### src/rtl/tlj_pkg.sv
package tlj_pkg;

  localparam int unsigned LINE_CAP   = 32;
  localparam int unsigned WORD_SLOTS = (LINE_CAP + 1) / 2;

  localparam logic [7:0] SPACE_CHAR = 8'h20;
  localparam logic [5:0] WIDTH_RESET = 6'd32;

  typedef enum logic [1:0] {
    ACT_CHAR = 2'd0,
    ACT_SEP  = 2'd1,
    ACT_EOT  = 2'd2,
    ACT_NONE = 2'd3
  } action_t;

endpackage

### src/rtl/text_line_full_justifier.sv
// Greedy full justification of a character stream.
// The input channel carries one action per item: a word character, a word
// separator or an end of text. Characters collect into a pending word; a
// separator or end of text commits the word to the current line, flushing
// the line first, fully justified, when the word does not fit behind one
// space or when sixteen words are already on the line. End of text also
// sets the last line flush left and pads it. Every line is exactly W
// characters, W being cfg_data saturated to 1..32 (32 after reset).
// A commit copies the pending word from its memory into the line memory
// character by character. A justified line of more than one word first
// runs the gap divider; the single read port of the line memory sets the
// pace of the output. No input is taken while a commit or a line is in
// progress. A stalled receiver simply holds the output register and the
// sequencer waits on it; nothing is lost. Reset empties the line and the
// pending word and sets the width back to 32; the memories are not
// cleared. The width may be written only while the block is idle.
module text_line_full_justifier (
  input  logic        clk,
  input  logic        rst_n,
  input  logic        in_tvalid,
  output logic        in_tready,
  input  logic [15:0] in_tdata,   // action[1:0], ch[9:2], zero fill
  input  logic        cfg_valid,
  output logic        cfg_ready,
  input  logic [5:0]  cfg_data,   // line_width
  output logic        out_tvalid,
  input  logic        out_tready,
  output logic [7:0]  out_tdata,  // out_char[7:0]
  output logic        out_tlast,  // line_end
  output logic [1:0]  out_tuser   // last_of_run[0], overflow[1]
);

  typedef enum logic [3:0] {
    S_IDLE, S_CM, S_DIV, S_EW, S_GAP, S_WRD, S_WRD2, S_PAD, S_CP, S_CP2
  } state_t;

  state_t state_r;

  logic [5:0] width_r;
  logic [5:0] pl_r;
  logic       tf_r;
  logic [4:0] wc_r;
  logic [5:0] used_r;
  logic [5:0] letters_r;
  logic       lflag_r;
  logic       eot_r;
  logic       flush_r;
  logic       just_r;
  logic [5:0] cm_len_r;
  logic       cm_tr_r;
  logic [5:0] k_r;
  logic [5:0] pos_r;
  logic [4:0] wi_r;
  logic [5:0] src_r;
  logic [5:0] rem_r;
  logic [5:0] gap_r;
  logic [4:0] dq_r;
  logic [3:0] drem_r;
  logic [2:0] dcnt_r;

  logic       ov_r;
  logic [7:0] och_r;
  logic       olast_r;
  logic       orun_r;
  logic       oflow_r;

  logic [7:0] lt_mem [tlj_pkg::LINE_CAP];
  logic [7:0] pw_mem [tlj_pkg::LINE_CAP];
  logic [5:0] wlen_r [tlj_pkg::WORD_SLOTS];
  logic [7:0] lt_rd_r;
  logic [7:0] pw_rd_r;

  logic [5:0] weff;
  logic       in_acc;
  logic [1:0] in_act;
  logic [7:0] in_ch;
  logic       can;
  logic       pos_last;
  logic [5:0] spare;
  logic [3:0] gaps;
  logic [5:0] cm_len;
  logic       cm_tr;
  logic       cm_flush;
  logic [6:0] lt_waddr;
  logic       lt_we;
  logic       pw_we;
  logic [4:0] trial;
  logic [4:0] wi_m1;
  logic [5:0] gap_sz;
  logic       emit;
  logic [7:0] emit_ch;

  always_comb begin
    if (width_r == 6'd0) begin
      weff = 6'd1;
    end else if (width_r > 6'(tlj_pkg::LINE_CAP)) begin
      weff = 6'(tlj_pkg::LINE_CAP);
    end else begin
      weff = width_r;
    end
  end

  assign in_tready = (state_r == S_IDLE);
  assign cfg_ready = 1'b1;
  assign in_acc    = in_tvalid && in_tready;
  assign in_act    = in_tdata[1:0];
  assign in_ch     = in_tdata[9:2];
  assign can       = !ov_r || out_tready;
  assign pos_last  = (pos_r == weff - 6'd1);
  assign spare     = (weff > used_r) ? weff - used_r : 6'd0;
  assign gaps      = 4'(wc_r - 5'd1);
  assign cm_tr     = tf_r || (pl_r > weff);
  assign cm_len    = (pl_r > weff) ? weff : pl_r;
  assign cm_flush  = (wc_r != 5'd0) &&
                     (({1'b0, used_r} + 7'd1 + {1'b0, cm_len} > {1'b0, weff}) ||
                      (wc_r >= 5'(tlj_pkg::WORD_SLOTS)));
  assign lt_waddr  = {1'b0, letters_r} + {1'b0, k_r};
  assign lt_we     = (state_r == S_CP2) && (lt_waddr < 7'(tlj_pkg::LINE_CAP));
  assign pw_we     = in_acc && (in_act == tlj_pkg::ACT_CHAR) && (pl_r < weff);
  assign trial     = {drem_r, dq_r[4]};
  assign wi_m1     = wi_r - 5'd1;
  assign gap_sz    = 6'd1 + (just_r ? ({1'b0, dq_r} +
                     6'((wi_m1 < {1'b0, drem_r}) ? 1 : 0)) : 6'd0);

  always_comb begin
    emit    = 1'b0;
    emit_ch = tlj_pkg::SPACE_CHAR;
    unique case (state_r)
      S_GAP:   emit = can && (gap_r != 6'd0);
      S_PAD:   emit = can;
      S_WRD2: begin
        emit    = can;
        emit_ch = (src_r < 6'(tlj_pkg::LINE_CAP)) ? lt_rd_r : tlj_pkg::SPACE_CHAR;
      end
      default: emit = 1'b0;
    endcase
  end

  always_ff @(posedge clk) begin
    if (lt_we) begin
      lt_mem[lt_waddr[4:0]] <= pw_rd_r;
    end
    lt_rd_r <= lt_mem[src_r[4:0]];
    if (pw_we) begin
      pw_mem[pl_r[4:0]] <= in_ch;
    end
    pw_rd_r <= pw_mem[k_r[4:0]];
  end

  always_ff @(posedge clk) begin
    if (!rst_n) begin
      state_r   <= S_IDLE;
      width_r   <= tlj_pkg::WIDTH_RESET;
      pl_r      <= 6'd0;
      tf_r      <= 1'b0;
      wc_r      <= 5'd0;
      used_r    <= 6'd0;
      letters_r <= 6'd0;
      lflag_r   <= 1'b0;
      eot_r     <= 1'b0;
      flush_r   <= 1'b0;
      just_r    <= 1'b0;
      k_r       <= 6'd0;
      pos_r     <= 6'd0;
      wi_r      <= 5'd0;
      src_r     <= 6'd0;
      dcnt_r    <= 3'd0;
      ov_r      <= 1'b0;
    end else begin
      if (cfg_valid && cfg_ready) begin
        width_r <= cfg_data;
      end
      if (out_tready) begin
        ov_r <= 1'b0;
      end
      if (emit) begin
        ov_r    <= 1'b1;
        och_r   <= emit_ch;
        olast_r <= pos_last;
        orun_r  <= pos_last && !(flush_r && eot_r);
        oflow_r <= lflag_r;
        pos_r   <= pos_r + 6'd1;
      end

      unique case (state_r)
        S_IDLE: begin
          if (in_acc) begin
            eot_r <= (in_act == tlj_pkg::ACT_EOT);
            if (in_act == tlj_pkg::ACT_CHAR) begin
              if (pl_r < weff) begin
                pl_r <= pl_r + 6'd1;
              end else begin
                tf_r <= 1'b1;
              end
            end else if (in_act == tlj_pkg::ACT_SEP || in_act == tlj_pkg::ACT_EOT) begin
              if (pl_r != 6'd0) begin
                state_r <= S_CM;
              end else if (in_act == tlj_pkg::ACT_EOT && wc_r != 5'd0) begin
                flush_r <= 1'b0;
                just_r  <= 1'b0;
                dq_r    <= 5'd0;
                drem_r  <= 4'd0;
                state_r <= S_EW;
              end
            end
          end
        end
        S_CM: begin
          cm_len_r <= cm_len;
          cm_tr_r  <= cm_tr;
          k_r      <= 6'd0;
          if (cm_flush) begin
            flush_r <= 1'b1;
            just_r  <= 1'b1;
            if (wc_r > 5'd1) begin
              dq_r    <= spare[4:0];
              drem_r  <= 4'd0;
              dcnt_r  <= 3'd0;
              state_r <= S_DIV;
            end else begin
              dq_r    <= 5'd0;
              drem_r  <= 4'd0;
              state_r <= S_EW;
            end
          end else begin
            state_r <= S_CP;
          end
        end
        S_DIV: begin
          if (trial >= {1'b0, gaps}) begin
            drem_r <= 4'(trial - {1'b0, gaps});
            dq_r   <= {dq_r[3:0], 1'b1};
          end else begin
            drem_r <= trial[3:0];
            dq_r   <= {dq_r[3:0], 1'b0};
          end
          dcnt_r <= dcnt_r + 3'd1;
          if (dcnt_r == 3'd4) begin
            state_r <= S_EW;
          end
        end
        S_EW: begin
          if (wi_r >= wc_r) begin
            state_r <= S_PAD;
          end else begin
            rem_r <= wlen_r[wi_r[3:0]];
            wi_r  <= wi_r + 5'd1;
            if (wi_r != 5'd0) begin
              gap_r   <= gap_sz;
              state_r <= S_GAP;
            end else begin
              state_r <= S_WRD;
            end
          end
        end
        S_GAP: begin
          if (gap_r == 6'd0) begin
            state_r <= S_WRD;
          end else if (emit) begin
            gap_r <= gap_r - 6'd1;
          end
        end
        S_WRD: begin
          state_r <= (rem_r == 6'd0) ? S_EW : S_WRD2;
        end
        S_WRD2: begin
          if (emit) begin
            src_r   <= src_r + 6'd1;
            rem_r   <= rem_r - 6'd1;
            state_r <= S_WRD;
          end
        end
        S_PAD: begin
        end
        S_CP: begin
          if (k_r == cm_len_r) begin
            wlen_r[wc_r[3:0]] <= cm_len_r;
            used_r    <= (wc_r == 5'd0) ? cm_len_r : used_r + 6'd1 + cm_len_r;
            wc_r      <= wc_r + 5'd1;
            letters_r <= letters_r + cm_len_r;
            if (cm_tr_r) begin
              lflag_r <= 1'b1;
            end
            pl_r <= 6'd0;
            tf_r <= 1'b0;
            if (eot_r) begin
              flush_r <= 1'b0;
              just_r  <= 1'b0;
              dq_r    <= 5'd0;
              drem_r  <= 4'd0;
              state_r <= S_EW;
            end else begin
              state_r <= S_IDLE;
            end
          end else begin
            state_r <= S_CP2;
          end
        end
        S_CP2: begin
          k_r     <= k_r + 6'd1;
          state_r <= S_CP;
        end
        default: state_r <= S_IDLE;
      endcase

      if (emit && pos_last) begin
        wc_r      <= 5'd0;
        used_r    <= 6'd0;
        letters_r <= 6'd0;
        lflag_r   <= 1'b0;
        pos_r     <= 6'd0;
        wi_r      <= 5'd0;
        src_r     <= 6'd0;
        flush_r   <= 1'b0;
        state_r   <= flush_r ? S_CP : S_IDLE;
      end
    end
  end

  assign out_tvalid = ov_r;
  assign out_tdata  = och_r;
  assign out_tlast  = olast_r;
  assign out_tuser  = {oflow_r, orun_r};

  a_wc_bound: assert property (@(posedge clk) disable iff (!rst_n)
    wc_r <= 5'(tlj_pkg::WORD_SLOTS))
    else $error("word count beyond slot count");

  a_pos_bound: assert property (@(posedge clk) disable iff (!rst_n)
    pos_r < weff)
    else $error("line position reached width");

  a_run_end: assert property (@(posedge clk) disable iff (!rst_n)
    out_tvalid && out_tuser[0] |-> out_tlast)
    else $error("end of run not on a line end");

  a_pend_bound: assert property (@(posedge clk) disable iff (!rst_n)
    pl_r <= 6'(tlj_pkg::LINE_CAP))
    else $error("pending word too long");

endmodule
### config.mk
export PLATFORM = sky130hd
export DESIGN_NAME = text_line_full_justifier
export DESIGN_NICKNAME = d
export VERILOG_FILES = /design/src/rtl/tlj_pkg.sv /design/src/rtl/text_line_full_justifier.sv
export SDC_FILE = /design/constraint.sdc
export NUM_CORES = 1
export LEC_CHECK = 0
export ABC_AREA = 1
export BUFFER_PORTS_ARGS = -buffer_cell sky130_fd_sc_hd__buf_2
export CAP_MARGIN = 40
export CORE_MARGIN = 4
export CORE_UTILIZATION = 55
export DETAILED_ROUTE_END_ITERATION = 7
export MAX_ROUTING_LAYER = met4
export PLACE_DENSITY = 0.83
export SYNTH_ARGS = -nofsm -noshare
export SYNTH_HDL_FRONTEND = slang
export SYNTH_SLANG_ARGS = --single-unit
### constraint.sdc
create_clock -name clk -period 8.86 [get_ports clk]
set_clock_uncertainty 0.2 [all_clocks]
set_input_delay 2.658 -clock clk [delete_from_list [all_inputs] [get_ports clk]]
set_output_delay 2.658 -clock clk [all_outputs]
set_load 0.05 [all_outputs]
==> results.yml <==
status:
  status: "completed"
clocking:
  cts-root-buf: "clkbuf_16"
  cts_resized: 0
  postCtsHoldBufs: 0
  cts_tree: "yes"
  cts_sinks: 732
  post_cts_buffers: 0
  worstSkewPairLatency_ps: 620
  clk_pin_slew_worst_paths_ps: 60
  h-tree-depth: 3
  cts_buffers: 74
  clockBufferDepth: 3
power:
  power.total_mw: 7.109
  powerDensity_nw_per_um2: 203.9
  p_leak_nw: 11.95
  ir_drop_uv: 179.8
grt:
  grt-ovfl-total: 0
  grt_max_degree: 89
  grt_pass1_wl_um: 116400
  grt_use_total_pct: 24.79
  first_global_vias: 21498
  antenna_found_initial: 1
die:
  dieArea_um2: 61420
  num_rows: 87
  ios: 41
  initial_core_util_pct: 55.78
  core_area_um2: 56710
  die_height_um: 247.8
  fp.dieW_um: 247.8
min_path:
  hold_class: "reg -> reg"
  min_to: "tf_r$_SDFFE_PN0P_"
  min_path_cells: 2
  min_from: "tf_r$_SDFFE_PN0P_"
setup_path:
  r2r_setup_slack_ps: 3010
  worstSetupPathType: "reg -> reg"
  critical_path.max_stage_delay_ps: 520
  path_common_cell: "nand2_1"
  r2r-end: "drem_r[0]$_SDFFCE_PN0P_"
  crit_fanout: 9
  start_kind: "flip-flop"
  rr_worst_depth: 32
  worstReg2RegStart: "width_r[5]$_SDFFE_PN1P_"
  cp_data_required_time_ps: 8970
  cp.arrival_ps: 5970
  cp_slowest_cell: "nor3_1"
  crit_path_end_kind: "flip-flop"
logic_synthesis:
  synthCells: 2731
  synth-seq-cells: 732
  synth-edff-count: 647
  async_flop_share_pct: 0
  synth_cell_types: 57
  yosysSeqAreaShare_pct: 66.80
  syn_area_per_cell_um2: 11.58
  syn_area_um2: 31630
  synth_warnings: 0
  syn_nets: 2842
  synth_ff_type: "edfxtp_1"
timing:
  finalSetupTns_ps: 0
  setup_viol: 0
  grt_setup_unrepaired: "false"
  max_freq_ghz: 0.1709
  finalHoldViolCount: 0
  max_slew_margin_pct: 38.86
  tightestPinTransition_ps: 913.7
  maxSlewViolCount: 0
  finalCriticalPeriod_ps: 5851
  post-route-period-util_pct: 66.04
route:
  drtAntennaViolNets: 0
  vias: 21848
  routed_wl_um: 74260
  wl_per_cell_um: 20.94
  drc: 0
  drtIter0Drc: 2485
  viasPerCell: 6.160
  first_pass_iters: 6
finish:
  syn_to_final_growth_pct: 10.24
  nFillCells: 4055
  final_nets: 2842
  final_core_util_pct: 61.49
  drive_above_1_share_pct: 8.746
placement:
  gp_congestion: 0.9084
  hpwl_um: 45850
  port_buffers: 33
flow_run:
  drv_cap: 0
==> synthesized netlist by cell type (7+ instances only) <==
cell type	n	area share, %
a31oi_1	15	0.30
nand4_1	18	0.36
inv_2	16	0.19
mux2i_1	16	0.51
edfxtp_1	647	61
a21oi_2	12	0.33
a21oi_1	74	1.2
o211ai_1	23	0.55
o21ai_0	353	5.6
o22ai_1	63	1.2
nand3_1	90	1.4
inv_1	149	1.8
nor3_2	9	0.28
nand2_2	7	0.14
nand3_2	9	0.28
a32oi_1	9	0.25
nand2_1	237	2.8
nor3_1	13	0.21
buf_1	7	0.083
xor2_1	23	0.64
o221ai_1	82	2.3
xnor2_1	15	0.42
or2_2	7	0.14
dfxtp_1	85	5.4
ha_1	78	3.1
clkbuf_1	108	1.3
buf_2	17	0.27
nor2_1	489	5.8
==> critical path, delay by kind of cell, from the launching register on <==
kind	cells	cell delay, ps
xor gates and xnor gates	1	160
DFF	1	390
buffers and inverters	7	830
and+or+nand+nor	17	2250
adders and majority gates	4	1140
AOI/OAI and AO/OA	3	580
==> flip-flops by register name, indices dropped and copies added (netlist names), 8 cells and up, named ones only <==
register   cells
wlen_r        96
lt_mem       256
lt_rd_r        8
pw_mem       256
pw_rd_r        8
out_tdata      8
==> metrics by stage <==
step	hold slack (ps)	worst slack, ps	cell area, um2	instances
final	261.2	3009	34870	3547
after global routing	293.3	2496	34870	3547
after CTS	262.3	3072	34870	3546
after detailed placement	253.7	3082	32530	3411
after global placement	249.2	2996	32300	3397
after floorplan	209.0	3855	31630	2731
==> power breakdown <==
| part | leakage (nW) | internal (mW) | switching [mW] |
|---|---|---|---|
| combinational | 4.32 | 0.0762 | 0.192 |
| clock | 1.13 | 1.75 | 1.29 |
| sequential | 6.50 | 3.77 | 0.0315 |
==> layer usage <==
metal / vias up / GRT usage [%] / share of wire, %
met5: - / - / 0
met4: 0 / 9.242 / 3.5
met3: 218 / 4.624 / 8.5
met2: 1169 / 40.16 / 49
met1: 10587 / 31.50 / 39
li1: 9874 / - / -
==> cell families after synthesis <==
| family | synth area share (%) |
|---|---|
| multiplexers | 0.5063 |
| other | 0.01185 |
| buffers and inverters | 3.864 |
| AND/OR/NAND/NOR | 11.85 |
| flip-flops | 66.80 |
| XOR/XNOR | 1.123 |
| AO/OA/AOI/OAI | 12.38 |
| adder cells (fa/ha/maj) | 3.465 |
==> cell usage in the layout (no fill, tap or decap), drive strengths merged, types with 82 or more instances in the layout <==
| master | instances |
|---|---|
| o221ai | 82 |
| edfxtp | 647 |
| nand2 | 245 |
| nor2 | 496 |
| nand3 | 99 |
| dfxtp | 85 |
| clkbuf | 96 |
| o21ai | 356 |
| inv | 168 |
| a21oi | 86 |
==> how the worst max path moves through the flow <==
stage | start | to | slack, ps | depth (start not counted)
after floorplan | width_r[2]$_SDFFE_PN0P_ | dq_r[0]$_DFFE_PP_ | 3850 | 33
after global placement | width_r[5]$_SDFFE_PN1P_ | drem_r[1]$_SDFFCE_PN0P_ | 3000 | 31
after detailed placement | width_r[5]$_SDFFE_PN1P_ | drem_r[3]$_SDFFCE_PN0P_ | 3080 | 32
after CTS | width_r[5]$_SDFFE_PN1P_ | drem_r[0]$_SDFFCE_PN0P_ | 3070 | 32
after global routing | width_r[2]$_SDFFE_PN0P_ | drem_r[0]$_SDFFCE_PN0P_ | 2500 | 34
final | width_r[5]$_SDFFE_PN1P_ | drem_r[0]$_SDFFCE_PN0P_ | 3010 | 32
==> area by class of cell <==
class	instances	area (um2)	share of cell area, %
Sequential cell	732	21140	60.62
Multi-Input combinational cell	1689	9281	26.62
Clock buffer	96	1954	5.604
Tap cell	756	945.9	2.712
Inverter	171	644.4	1.848
Timing Repair Buffer	63	514.2	1.475
Clock inverter	39	389.1	1.116
Antenna cell	1	2.502	0.007176
No activity file was read; power rests on OpenSTA's default activity.
